$ cat src/design/bosf_pkg.sv
// Shared types and constants of the box overlap suppression filter.
// Used by the controller, the datapath, the overlap unit and the top level.
// No dependencies.
package bosf_pkg;

    // Fixed field widths
    localparam int CFG_BITS     = 12;
    localparam int OUT_BITS     = 12;
    localparam int CNT_OUT_BITS = 7;
    localparam int APB_AW       = 4;
    localparam int APB_DW       = 32;

    // Request kinds
    localparam logic [1:0] KIND_CAND  = 2'd0;
    localparam logic [1:0] KIND_REF   = 2'd1;
    localparam logic [1:0] KIND_START = 2'd2;

    // Register indexes (word address bits)
    localparam logic [1:0] REG_IMG_W  = 2'd0;
    localparam logic [1:0] REG_IMG_H  = 2'd1;
    localparam logic [1:0] REG_BASE_W = 2'd2;

    // Register reset values
    localparam logic [CFG_BITS-1:0] IMG_W_RST  = 12'd640;
    localparam logic [CFG_BITS-1:0] IMG_H_RST  = 12'd480;
    localparam logic [CFG_BITS-1:0] BASE_W_RST = 12'd80;

    // Divide by ten: v * 3277 >> 15 is exact for every 12-bit v
    localparam logic [CFG_BITS-1:0] DIV10_MUL   = 12'd3277;
    localparam int                  DIV10_SHIFT = 15;

    // Operation carried down the compare pipeline
    typedef enum logic [1:0] {
        OP_INIT,
        OP_PAIR,
        OP_REF
    } op_t;

    typedef struct packed {
        logic [CFG_BITS-1:0] img_w;
        logic [CFG_BITS-1:0] img_h;
        logic [CFG_BITS-1:0] base_w;
    } cfg_t;

    // Controller to datapath
    typedef struct packed {
        logic load_cand;
        logic load_ref;
        logic thr_load;
        logic issue;
        op_t  op;
        logic tally;
        logic out_load;
        logic out_empty;
        logic store_clear;
    } cmd_t;

    // Datapath to controller
    typedef struct packed {
        logic keep_a;
        logic busy;
        logic out_free;
        logic none_kept;
    } stat_t;

    function automatic logic [CFG_BITS-1:0] div10(input logic [CFG_BITS-1:0] v);
        logic [2*CFG_BITS-1:0] prod;
        prod = (2*CFG_BITS)'(v) * (2*CFG_BITS)'(DIV10_MUL);
        return CFG_BITS'(prod >> DIV10_SHIFT);
    endfunction

endpackage

$ cat src/design/bosf_ctrl.sv
// Controller: request decode and the pass sequencer of a suppression run.
// Depends on bosf_pkg.
module bosf_ctrl
    import bosf_pkg::*;
#(
    parameter int MAX_C = 64,
    parameter int MAX_R = 64,
    localparam int CIDX = $clog2(MAX_C),
    localparam int RIDX = (MAX_R > 1) ? $clog2(MAX_R) : 1,
    localparam int CCW  = $clog2(MAX_C + 1),
    localparam int RCW  = $clog2(MAX_R + 1)
)
(
    input  logic            clk,
    input  logic            rst_n,
    input  logic            req_valid,
    output logic            req_ready,
    input  logic [1:0]      kind,
    input  stat_t           stat,
    input  logic [CCW-1:0]  cand_cnt,
    input  logic [RCW-1:0]  ref_cnt,
    output cmd_t            cmd,
    output logic [CIDX-1:0] addr_a,
    output logic [CIDX-1:0] addr_b,
    output logic [RIDX-1:0] raddr
);

    typedef enum logic [3:0] {
        ST_IDLE,
        ST_THR,
        ST_INIT,
        ST_INIT_WAIT,
        ST_SUP_CHECK,
        ST_SUP_ISSUE,
        ST_SUP_WAIT,
        ST_REF_CHECK,
        ST_REF_ISSUE,
        ST_REF_WAIT,
        ST_EMIT_CHECK,
        ST_EMIT_LOAD,
        ST_EMPTY,
        ST_DONE
    } state_t;

    state_t         state_reg, state_next;
    logic [CCW-1:0] i_reg, i_next;
    logic [CCW-1:0] j_reg, j_next;
    logic [RCW-1:0] r_reg, r_next;

    // Next state and commands
    always_comb
    begin
        state_next = state_reg;
        i_next     = i_reg;
        j_next     = j_reg;
        r_next     = r_reg;
        cmd        = '0;
        cmd.op     = OP_INIT;

        unique case (state_reg)
            ST_IDLE:
            begin
                if (req_valid)
                begin
                    unique case (kind)
                        KIND_CAND:  cmd.load_cand = 1'b1;
                        KIND_REF:   cmd.load_ref  = 1'b1;
                        KIND_START: state_next    = ST_THR;
                        default: ;
                    endcase
                end
            end
            ST_THR:
            begin
                cmd.thr_load = 1'b1;
                j_next       = '0;
                state_next   = ST_INIT;
            end
            // Size test of every candidate
            ST_INIT:
            begin
                if (j_reg == cand_cnt)
                    state_next = ST_INIT_WAIT;
                else
                begin
                    cmd.issue = 1'b1;
                    cmd.op    = OP_INIT;
                    j_next    = j_reg + CCW'(1);
                end
            end
            ST_INIT_WAIT:
            begin
                if (!stat.busy)
                begin
                    i_next     = '0;
                    state_next = ST_SUP_CHECK;
                end
            end
            // Greedy suppression among candidates
            ST_SUP_CHECK:
            begin
                if ((i_reg + CCW'(1)) >= cand_cnt)
                begin
                    i_next     = '0;
                    state_next = ST_REF_CHECK;
                end
                else if (stat.keep_a)
                begin
                    j_next     = i_reg + CCW'(1);
                    state_next = ST_SUP_ISSUE;
                end
                else
                    i_next = i_reg + CCW'(1);
            end
            ST_SUP_ISSUE:
            begin
                cmd.issue = 1'b1;
                cmd.op    = OP_PAIR;
                j_next    = j_reg + CCW'(1);
                if ((j_reg + CCW'(1)) == cand_cnt)
                    state_next = ST_SUP_WAIT;
            end
            ST_SUP_WAIT:
            begin
                if (!stat.busy)
                begin
                    i_next     = i_reg + CCW'(1);
                    state_next = ST_SUP_CHECK;
                end
            end
            // Survivors against reference boxes, counting what stays
            ST_REF_CHECK:
            begin
                if (i_reg == cand_cnt)
                begin
                    i_next     = '0;
                    state_next = stat.none_kept ? ST_EMPTY : ST_EMIT_CHECK;
                end
                else if (stat.keep_a && (ref_cnt != '0))
                begin
                    r_next     = '0;
                    state_next = ST_REF_ISSUE;
                end
                else
                begin
                    cmd.tally = stat.keep_a;
                    i_next    = i_reg + CCW'(1);
                end
            end
            ST_REF_ISSUE:
            begin
                cmd.issue = 1'b1;
                cmd.op    = OP_REF;
                r_next    = r_reg + RCW'(1);
                if ((r_reg + RCW'(1)) == ref_cnt)
                    state_next = ST_REF_WAIT;
            end
            ST_REF_WAIT:
            begin
                if (!stat.busy)
                begin
                    cmd.tally  = stat.keep_a;
                    i_next     = i_reg + CCW'(1);
                    state_next = ST_REF_CHECK;
                end
            end
            // Emit survivors in load order
            ST_EMIT_CHECK:
            begin
                if (i_reg == cand_cnt)
                    state_next = ST_DONE;
                else if (stat.keep_a)
                    state_next = ST_EMIT_LOAD;
                else
                    i_next = i_reg + CCW'(1);
            end
            ST_EMIT_LOAD:
            begin
                if (stat.out_free)
                begin
                    cmd.out_load = 1'b1;
                    i_next       = i_reg + CCW'(1);
                    state_next   = ST_EMIT_CHECK;
                end
            end
            ST_EMPTY:
            begin
                if (stat.out_free)
                begin
                    cmd.out_empty = 1'b1;
                    state_next    = ST_DONE;
                end
            end
            ST_DONE:
            begin
                cmd.store_clear = 1'b1;
                state_next      = ST_IDLE;
            end
            default: state_next = ST_IDLE;
        endcase
    end

    // State and loop counters
    always_ff @(posedge clk or negedge rst_n)
    begin
        if (!rst_n)
        begin
            state_reg <= ST_IDLE;
            i_reg     <= '0;
            j_reg     <= '0;
            r_reg     <= '0;
        end
        else
        begin
            state_reg <= state_next;
            i_reg     <= i_next;
            j_reg     <= j_next;
            r_reg     <= r_next;
        end
    end

    assign req_ready = state_reg == ST_IDLE;
    assign addr_a    = i_reg[CIDX-1:0];
    assign addr_b    = j_reg[CIDX-1:0];
    assign raddr     = r_reg[RIDX-1:0];

endmodule

$ cat config.mk
export PLATFORM = sky130hd
export DESIGN_NAME = bosf_ctrl
export DESIGN_NICKNAME = d
export VERILOG_FILES = /design/src/design/bosf_pkg.sv /design/src/design/bosf_ctrl.sv
export SDC_FILE = /design/constraint.sdc
export NUM_CORES = 1
export LEC_CHECK = 0
export BUFFER_PORTS_ARGS = -buffer_cell sky130_fd_sc_hd__buf_4
export CAP_MARGIN = 10
export CORE_ASPECT_RATIO = 1.4
export CORE_MARGIN = 2
export CORE_UTILIZATION = 60
export DETAILED_ROUTE_END_ITERATION = 16
export GPL_TIMING_DRIVEN = 0
export PLACE_DENSITY = 0.86
export SYNTH_ARGS = -nofsm -noshare
export SYNTH_HDL_FRONTEND = slang
export SYNTH_SLANG_ARGS = --single-unit
$ cat constraint.sdc
create_clock -name clk -period 8.2 [get_ports clk]
set_input_delay 0.41 -clock clk [delete_from_list [all_inputs] [get_ports clk]]
set_output_delay 0.41 -clock clk [all_outputs]
set_load 0.005 [all_outputs]
; ---- After elaboration in Yosys (flattened, before gate mapping)
; Index checks and enable logic that the tools add are counted.
[totals]
regBits = 25
out_inout_bits = 29
elab_cells = 109
[classes]
addsub = 3
n_lt_le_gt_ge = 1
n_eq_ne = 40
mux = 48
reduce_logical = 13
[op_table]
columns = operator, n
row1 = $mux W7, 13
row2 = $mux W4, 15
row3 = $pmux W4 S12, 1
row4 = $pmux W7 S6, 1
row5 = $ne A2 B2 Y1 const B, 16
row6 = $eq A7 B7 Y1, 4
row7 = $pmux W7 S4, 1
row8 = $eq A4 B4 Y1 const B, 6
row9 = $add A7 B1 Y7 const B, 3
row10 = $eq A4 B3 Y1 const B, 4
row11 = $pmux W7 S2, 1
row12 = $ne A3 B3 Y1 const B, 4
row13 = $reduce_and A12 Y1, 1
row14 = $mux W1, 10
row15 = $pmux W3 S3, 1
row16 = $eq A4 B2 Y1 const B, 2
row17 = $ge A7 B7 Y1, 1
row18 = $reduce_bool A7 Y1, 1
row19 = $mux W3, 2
row20 = $reduce_and A6 Y1, 1
row21 = $reduce_bool A6 Y1, 1
row22 = $eq A4 B1 Y1 const B, 1
row23 = $logic_not A4 Y1, 1
row24 = $mux W2, 2
row25 = 11 further kinds, 12

; ---- Longest topological paths before layout
[logic_depth]
depth_word = 5
mapped_depth = 14
ltp_nobuf = 12

; ---- Worst setup path before layout
; Ideal clock, no wire load.
[synth_timing]
path_kind = register -> register
startpoint = register i_reg[0]
endpoint = register state_reg[2]
setup_ps = 128
arrival_time_ps = 2708
required_time_ps = 8072
path_slack_ps = 5365
stages_incl_launch_ff = 13
n_path_buf = 0
period_less_slack_ps = 2835
cell_sequence = dfrtp_1 > ha_1 > and3_1 > nand3_1 > xor2_1 > inv_1 > ha_1 > nand3_1 > or3_1 > nand2_1 > o221ai_1 > nor2_1 > mux2_1
[synth_between]
elab_chain_cells = 4
[synth_rtl]
columns = item, line
row1 = start: declaration, bosf_ctrl.sv:46  ; logic [CCW-1:0] i_reg, i_next;
row2 = start signal: assignment, bosf_ctrl.sv:216  ; i_reg <= i_next;
row3 = $add A7 B1 Y7, bosf_ctrl.sv:102  ; if ((i_reg + CCW'(1)) >= cand_cnt)
row4 = $ge A7 B7 Y1, bosf_ctrl.sv:102
row5 = $ne A3 B3 Y1 (no line) / $mux W4 (equally long branches), n/a
row6 = $reduce_and A12 Y1 (no line) / $pmux W4 S12 (equally long branches), n/a
row7 = end signal: assignment, bosf_ctrl.sv:215  ; state_reg <= state_next;
row8 = end: declaration, bosf_ctrl.sv:45  ; state_t state_reg, state_next;
; Several ways; a longest one is shown, not always the timed one.
; A chain may end at the register's enable or synchronous reset.

; ---- Worst setup path after layout
[layout_timing]
startpoint = register i_reg[0]
endpoint = register j_reg[3]
[layout_between]
elab_chain_cells = 4
[layout_rtl]
columns = item, line
row1 = $add A7 B1 Y7 (*), "bosf_ctrl.sv:102, bosf_ctrl.sv:109"
row2 = $ge A7 B7 Y1 / $mux W7 (equally long branches), "bosf_ctrl.sv:102, bosf_ctrl.sv:107"
row3 = $ne A2 B2 Y1 (no line) / $mux W7 (equally long branches), n/a
row4 = $reduce_and A4 Y1 (no line) / $pmux W7 S4 (equally long branches), n/a
row5 = end signal: assignment, bosf_ctrl.sv:217  ; j_reg <= j_next;
row6 = end: declaration, bosf_ctrl.sv:47  ; logic [CCW-1:0] j_reg, j_next;
; Every way passes the cells marked *; elsewhere a longest branch is shown, timed or not. The select of a mux whose other input is x is not followed.

==> impl_metrics.json <==
{
  "run_status": "complete, no violations",
  "wl_um": 6940,
  "filler_cell_count": 347,
  "sequential_cell_area_in_the_final_layout_um2": 626,
  "synth_nets": 364,
  "criticalPathCategory": "reg -> reg",
  "reg2regPathDepth": 12,
  "synth-edff-count": 0,
  "clock_transition_time_at_the_flip_flop_clock_pins_of_the_worst_setup_and_hold_paths_ns": 0.10,
  "postCtsHoldBufs": 0,
  "worst_ep_arrival_time_ns": 3.52,
  "period_share": 0.412,
  "worst_clock_skew_ns": 0.00275,
  "initial_core_util": 0.616,
  "ant_nets": 0,
  "reg2reg_slack_ns": 4.82,
  "timing.critical_path.fanout_max": 10,
  "maxCapViolations": 0,
  "layout_min_cycle_time_ns": 3.38,
  "groute.usage.overall": 0.304,
  "synthFlopType": "sky130_fd_sc_hd__dfrtp_1",
  "cellLeakagePower_uw": 0.00143,
  "worstPathRequired_ns": 8.34,
  "fin_hold_viols": 0,
  "diodes": 0,
  "cts.sink_count": 25,
  "postLayoutCellArea_um2": 3060,
  "post_cts_setup_repair_buffer_count": 0,
  "max-slew-margin-rel": 0.600,
  "proportion_of_layout_cells_with_a_drive_suffix_above_1": 0.218,
  "grt_pass1_vias": 2495,
  "synthArstFlopShare": 1.00,
  "die_area_um2": 4830,
  "placement.io_buffers": 51,
  "rr_startpoint": "i_reg[0]",
  "report.final.slew_viol_count": 0,
  "numCtsBuffers": 3,
  "r2r_end": "j_reg[3]",
  "grt_first_pass_wirelength_um": 11400,
  "postCtsResizedCells": 0,
  "grt_overflow_total": 0,
  "placed_cells_incl_taps": 427,
  "yosysWarnings": 0,
  "post-route-drc-count": 0,
  "grt_start_max_net_pins": 26,
  "post_layout_instance_count_excluding_filler_cells": 431,
  "dr_total_vias": 2662,
  "insertion_delay_ns": 0.28,
  "clk_root_buffer_cell": "sky130_fd_sc_hd__clkbuf_8",
  "route.detailed.vias_per_inst": 6.18,
  "antenna_found_initial": 0,
  "synth_seq_area_share": 0.243,
  "tightest_slew_ns": 0.600,
  "min-delay-path-class": "in -> async",
  "post-dp-hpwl_um": 5260,
  "setup_viol": 0,
  "count_of_unique_library_cells_instantiated_by_yosys": 55,
  "worst_hold_slack_ns": 0.0291,
  "setup-tns-final_ns": 0,
  "dpl_cell_area_um2": 3010,
  "ys_ff_latch": 25,
  "die_extent_in_y_um": 81.4,
  "synthCells": 331,
  "multi_input_area_um2": 1670,
  "core_area_um2": 4170,
  "crit_path_start_kind": "flip-flop",
  "syn2layout_area_growth_pct": 18.9,
  "power.density_nw_per_um2": 254,
  "mostFrequentLayoutCells": "sky130_fd_sc_hd__buf_4, sky130_fd_sc_hd__nand2_1, sky130_fd_sc_hd__o21ai_0",
  "critical_path.endpoint_type": "flip-flop",
  "routabilityCongestion": 0.940,
  "drt_pre_antenna_iters": 4,
  "cts_tree": "done",
  "syn_area_per_cell_um2": 7.76,
  "clock_path_buffers": 2,
  "max_freq_ghz": 0.296,
  "setup_repair_after_global_routing_missed_its_margin": "false",
  "peak_supply_drop_mv": 0.212,
  "route.detailed.wl_per_inst_um": 16.1,
  "drt_initial_violations": 205,
  "final_nets": 420,
  "final_common_cell": "sky130_fd_sc_hd__buf_4",
  "std_cell_rows": 28,
  "netlist_area_um2": 2570,
  "h-tree-depth": 1,
  "floorplan.die.width_um": 59.3,
  "num_io_pins": 52
}
## kinds of logic (layout without fill, tap and decap cells)
kind of cell / after synthesis / count (layout) / synth area share
buffers and inverters: 51 / 106 / 0.105
DFF: 25 / 25 / 0.243
muxes: 4 / 4 / 0.0161
xor gates and xnor gates: 37 / 37 / 0.126
AOI/OAI and AO/OA: 93 / 93 / 0.227
adders and majority gates: 10 / 10 / 0.0487
and+or+nand+nor: 111 / 111 / 0.234
## Yosys cell counts (3+ instances only)
library cell                instances  share of area
sky130_fd_sc_hd__nand2_1           31          0.045
sky130_fd_sc_hd__xnor2_1           19          0.065
sky130_fd_sc_hd__o2bb2ai_1          5          0.017
sky130_fd_sc_hd__nand3_1           12          0.023
sky130_fd_sc_hd__inv_1             18          0.026
sky130_fd_sc_hd__clkbuf_1           8          0.012
sky130_fd_sc_hd__and3_1             4         0.0097
sky130_fd_sc_hd__a21oi_1           26          0.051
sky130_fd_sc_hd__xor2_1            18          0.061
sky130_fd_sc_hd__mux2i_1            3          0.012
sky130_fd_sc_hd__nor3_1            13          0.025
sky130_fd_sc_hd__nor4_1             4         0.0097
sky130_fd_sc_hd__a21o_1             3         0.0088
sky130_fd_sc_hd__nand2b_1           4         0.0097
sky130_fd_sc_hd__o31ai_1            4          0.012
sky130_fd_sc_hd__a31oi_1            5          0.012
sky130_fd_sc_hd__o21ai_0           31          0.060
sky130_fd_sc_hd__buf_1              3         0.0044
sky130_fd_sc_hd__buf_4             18          0.053
sky130_fd_sc_hd__buf_2              3         0.0058
sky130_fd_sc_hd__nand4_1            6          0.015
sky130_fd_sc_hd__nor2b_1            9          0.022
sky130_fd_sc_hd__nor2_1            14          0.020
sky130_fd_sc_hd__ha_1              10          0.049
sky130_fd_sc_hd__dfrtp_1           25           0.24
## power breakdown
| group | switching, uW | internal, uW |
|---|---|---|
| clock | 45.0 | 34.2 |
| combinational | 296 | 215 |
| sequential | 35.4 | 152 |
## routing by layer
metal / vias to the layer above / routed length, um / track usage / part of all wire
met5: - / 0 / 0 / 0
met3: 13 / 424 / 0.0362 / 0.061
li1: 1279 / - / - / -
met2: 122 / 3590 / 0.532 / 0.52
met1: 1248 / 2780 / 0.378 / 0.40
met4: 0 / 144 / 0.105 / 0.021
## metrics by stage
step                      setup WS, ns  power (uW)  utilization
after floorplan                   5.36         539            -
after global placement            4.94         679        0.722
after detailed placement          4.87         690        0.722
after CTS                         4.83         771        0.733
after global routing              4.57         841        0.733
final                             4.82         777        0.733
## worst max-delay path: stages (launching register included)
cell	delay (ns)
sky130_fd_sc_hd__dfrtp_1	0.49
sky130_fd_sc_hd__ha_1	0.29
sky130_fd_sc_hd__and3_1	0.28
sky130_fd_sc_hd__nand3_1	0.11
sky130_fd_sc_hd__xor2_1	0.20
sky130_fd_sc_hd__inv_1	0.10
sky130_fd_sc_hd__ha_1	0.33
sky130_fd_sc_hd__nand3_1	0.08
sky130_fd_sc_hd__or3_1	0.44
sky130_fd_sc_hd__a31oi_1	0.20
sky130_fd_sc_hd__a31o_2	0.18
sky130_fd_sc_hd__clkbuf_1	0.34
sky130_fd_sc_hd__o21ai_0	0.20
## cell type report
class	instances	area share
plain buffers	33	0.0663
clock buffers	3	0.0135
clock inverters	1	0.00164
inverters	18	0.0221
multi-input cells	255	0.548
flip-flops and latches	25	0.205
well taps	45	0.0184
repair buffers	51	0.125
## worst max-delay path by stage
stage	cells after the start	from	to	slack (ns)
2_1_floorplan	12	i_reg[0]	state_reg[2]	5.36
3_3_place_gp	12	i_reg[0]	j_reg[3]	4.94
3_5_place_dp	12	i_reg[0]	j_reg[3]	4.87
4_1_cts	12	i_reg[0]	j_reg[3]	4.83
5_1_grt	13	i_reg[0]	j_reg[5]	4.57
6_report	12	i_reg[0]	j_reg[3]	4.82
(Power assumes the default switching activity.)
